==> src/hdl/sst_pkg.sv <==
// ============================================================================
// sst_pkg
// Shared types, codes and defaults of the sorted station table.
// ============================================================================
package sst_pkg;

    // default geometry
    localparam int TABLE_DEPTH_DEF = 64;
    localparam int NAME_BYTES_DEF  = 8;
    localparam int FREQ_W          = 32;

    // request codes
    localparam logic [1:0] REQ_ADD  = 2'd0;
    localparam logic [1:0] REQ_DEL  = 2'd1;
    localparam logic [1:0] REQ_FIND = 2'd2;

    // result status codes
    typedef enum logic [2:0] {
        ST_OK       = 3'd0,
        ST_FULL     = 3'd1,
        ST_DUP      = 3'd2,
        ST_BADIDX   = 3'd3,
        ST_NOTFOUND = 3'd4
    } status_t;

    // request beat
    typedef struct packed {
        logic [1:0]        req_type;
        logic [FREQ_W-1:0] freq_value;
        logic [63:0]       name_tag;
        logic [5:0]        entry_index;
    } req_t;

    // result beat
    typedef struct packed {
        status_t    status;
        logic [5:0] result_index;
        logic [6:0] entry_count;
    } rsp_t;

    // comparator flags: table entry against the search key
    typedef struct packed {
        logic eq;
        logic gt;
    } cmp_t;

endpackage

==> src/hdl/sst_cmp.sv <==
// ============================================================================
// sst_cmp
// Shared frequency comparator used by the search and insert walks.
// ============================================================================
module sst_cmp
    import sst_pkg::*;
(
    input  logic [FREQ_W-1:0] entry_freq,
    input  logic [FREQ_W-1:0] key_freq,
    output cmp_t              res
);

    // equal / greater-than of the stored entry against the key
    always_comb
    begin
        res.eq = (entry_freq == key_freq);
        res.gt = (entry_freq > key_freq);
    end

endmodule

==> config.mk <==
export PLATFORM = sky130hd
export DESIGN_NAME = sst_cmp
export DESIGN_NICKNAME = d
export VERILOG_FILES = /design/src/hdl/sst_pkg.sv /design/src/hdl/sst_cmp.sv
export SDC_FILE = /design/constraint.sdc
export NUM_CORES = 1
export LEC_CHECK = 0
export ABC_AREA = 1
export BUFFER_PORTS_ARGS = -buffer_cell sky130_fd_sc_hd__buf_4
export CELL_PAD_IN_SITES_DETAIL_PLACEMENT = 1
export CELL_PAD_IN_SITES_GLOBAL_PLACEMENT = 1
export CORE_ASPECT_RATIO = 0.5
export CORE_MARGIN = 4
export CORE_UTILIZATION = 25
export DETAILED_ROUTE_END_ITERATION = 6
export PLACE_DENSITY = 0.74
export SLEW_MARGIN = 15
export SYNTH_ARGS = -nofsm -noshare
export SYNTH_HDL_FRONTEND = slang
export SYNTH_SLANG_ARGS = --single-unit
==> constraint.sdc <==
create_clock -name vclk -period 1.4
set_clock_uncertainty 0.1 [all_clocks]
set_input_delay 0 -clock vclk [all_inputs]
set_output_delay 0 -clock vclk [all_outputs]
set_load 0.1 [all_outputs]
# ---- Yosys cells after proc, flatten, opt, wreduce, memory -nomap -nowiden
# Index checks and enable logic that the tools add are counted.
dict set report totals {
  regBits 0
  inputBits 64
  output_inout_bits 2
  word_cells 2
}
dict set report op_classes {
  magnitude_cmp 1
  n_eq_ne 1
}
# cell n
set op_table {}
lappend op_table {{$eq A32 B32 Y1} 1}
lappend op_table {{$gt A32 B32 Y1} 1}

# ---- Logic depth before layout (Yosys ltp)
dict set report logic_depth {
  word_depth 1
  depth_mapped 13
  mapped_depth_nobuf 13
}

# ---- Least setup slack after synthesis
# Ideal clock, no wire load.
dict set report synth_path {
  path_type {input -> output}
  startpoint {in key_freq[31]}
  endpoint {out res[0] (netlist bit)}
  arrival_time_ns 1.936
  t_required_ns 1.300
  setup_slack_ns -0.636
  path_stages 8
  n_path_buf 0
  cell_sequence {inv_1 ha_1 nand2_1 nor2_2 and2_4 inv_2 nor3_4 a21oi_2}
}
# element line_no
set synth_rtl {}
lappend synth_rtl {{start, declared} sst_cmp.sv:9} ;# input logic [FREQ_W-1:0] key_freq,
lappend synth_rtl {{end, declared} sst_cmp.sv:10} ;# output cmp_t res

==> metrics.yaml <==
report.final.hold_viol_count: 0
timing_max_transition_violations_final: 0
max_slew_margin_pct: 80.1
crit_path_end_kind: "primary output"
critical_path.top_delay_family: "simple AND/OR/NAND/NOR gates"
power.static_leakage_nw: 0.969
crit_path_max_incr_delay_ns: 0.31
grt_first_pass_wirelength_mm: 4.83
cpMaxStageDelayCell: "nor3_4"
grt_max_degree: 4
synth.cells.most_frequent: "inv_1 (35), nand2_1 (34), ha_1 (32), a21oi_1 (14)"
antennaDiodeCount: 0
ir_worst_vdd_uv: 100
max_cap_viol_count: 0
worstSetupEndpoint: "res[0]"
synth_nets: 238
yosys.cell_count.top_type: "inv_1"
postSynthAreaPerCell_sq_um: 6.49
setup_violations: 2
cp_data_arrival_time_ns: 1.31
hold_class: "primary input to primary output"
mappedNetlistArea_sq_um: 921
vias_in_the_first_global_route: 1229
synth_top_cells_by_area: "ha_1 (43%), inv_1 (14%), nand2_1 (14%), a21oi_1 (7.6%), nand4_4 (2.3%)"
n_clock_buffer: 0
worst-path-max-fanout: 2
number_of_instances_in_the_synthesized_netlist: 142
gp_weighted_congestion: 0.705
finish.net_count: 309
flow.area_growth_from_synthesis_pct: 87.0
per_cell_routed_wire_length_um: 11.2
drt-vias-per-instance: 4.28
hold_slack_ns: 0.563
timing.critical_path.buf_inv: 4
initial_utilization_pct: 26.4
place_hpwl_mm: 2.65
regArea_sq_um: 0
postRouteWirelength_mm: 2.94
outcome: "finished with violations"
total_number_of_sequential_cells: 0
fp.dieW_um: 93.8
wp_depth: 10
setup.worst_path.class: "primary input to primary output"
firstDrtPassIters: 2
detailroute.via_count: 1122
boundary_pin_count: 66
cp-startpoint: "key_freq[30]"
layout_setup_ws_ns: -0.0124
max_freq_mhz: 708
yosys_warnings: 0
worstSetupStartpointType: "primary input"
grt_antenna_before_repair: 0
number_of_distinct_library_cells_after_synthesis: 19
setup_tns_ns: -0.0133
design.core.area_sq_um: 3490
p_total_uw: 510
worst_slew_pin_slew_ns: 0.297
cell_rows: 15
failed_checks: "setup timing"
drt_drc_violations_left: 0
final.min_clock_period_ns: 1.41
place_inst: 260
drt_iter0_drc: 6
post_layout_nonfiller_instances: 262
drive_gt1_share_pct: 51.2
gr-usage-all-layers_pct: 12.0
cp_cell_sequence: "buf_4 -> inv_1 -> ha_4 -> nand2_2 -> nor2_4 -> and2_4 -> inv_2 -> nor3_4 -> a21oi_4 -> buf_12"
yosysTopAreaCell: "ha_1"
post-place-ws_ns: -0.128
synth.top_cell.area_share_pct: 43.5
rsz0062_at_grt: "yes"
gr-total-overflow: 0
synth_sequential_area_ratio_pct: 0
p_per_area_nw_per_um2: 296
critPathRequiredTime_ns: 1.30
die_area_sq_um: 4780
place.port_buffers: 66
antenna_violating_nets_post_route: 0
fp.dieH_um: 50.9
final_cycle_utilization_of_the_critical_path_pct: 101
[how the worst min path moves through the flow]
stage                               from      to  cells past startpoint
after floorplan           entry_freq[16]  res[1]                      3
after global placement    entry_freq[16]  res[1]                      5
after detailed placement  entry_freq[16]  res[1]                      5
after CTS                 entry_freq[16]  res[1]                      5
after global routing      entry_freq[16]  res[1]                      5
final                     entry_freq[16]  res[1]                      5
[stage by stage]
| step | cell area (sq um) | utilization [%] |
|---|---|---|
| 2_1_floorplan | 996 | - |
| 3_5_place_dp | 1560 | 44.8 |
| 3_3_place_gp | 1560 | 44.8 |
| 4_1_cts | 1640 | 47.1 |
| 6_report | 1720 | 49.3 |
| 5_1_grt | 1720 | 49.3 |
[final cells by class]
| class | instances | area (sq um) |
|---|---|---|
| well taps | 51 | 63.8 |
| multi-input cells | 102 | 933 |
| fillers | 456 | 1770 |
| repair buffers | 69 | 562 |
| inverters | 40 | 163 |
[per-layer routing]
metal	track usage, %	up-vias	share of wire (%)
met1	13.2	508	38
met5	0	-	0
met4	0.719	0	0.61
met2	26.1	26	57
met3	0.588	2	4.9
li1	-	586	-
[cell families after synthesis]
family / synth area share [%]
buffers and inverters: 16.3
AO/OA/AOI/OAI: 12.1
adder cells (fa/ha/maj): 43.5
AND/OR/NAND/NOR: 28.1
[cell usage in the layout (no fill, tap or decap), drive strengths merged]
cell / Yosys / final
nor3: 2 / 2
nand4: 1 / 1
inv: 40 / 40
a21o: 1 / 1
ha: 32 / 32
nand3: 2 / 2
o21a: 2 / 2
buf: 0 / 69
nor2: 9 / 9
o21ai: 2 / 2
and2: 1 / 1
nand2: 35 / 35
a21oi: 15 / 15
[report_power, final]
part           internal, mW  total (mW)  switching, mW
Clock                     0           0              0
Combinational         0.273       0.510          0.237
Sequential                0           0              0
[repair_timing]
action	in CTS	in global routing
setup endpoints to repair	2	2
setup buffers	2	0
resized for setup	12	14
hold buffers	0	0
pin swaps	4	3
(Power assumes the default switching activity.)
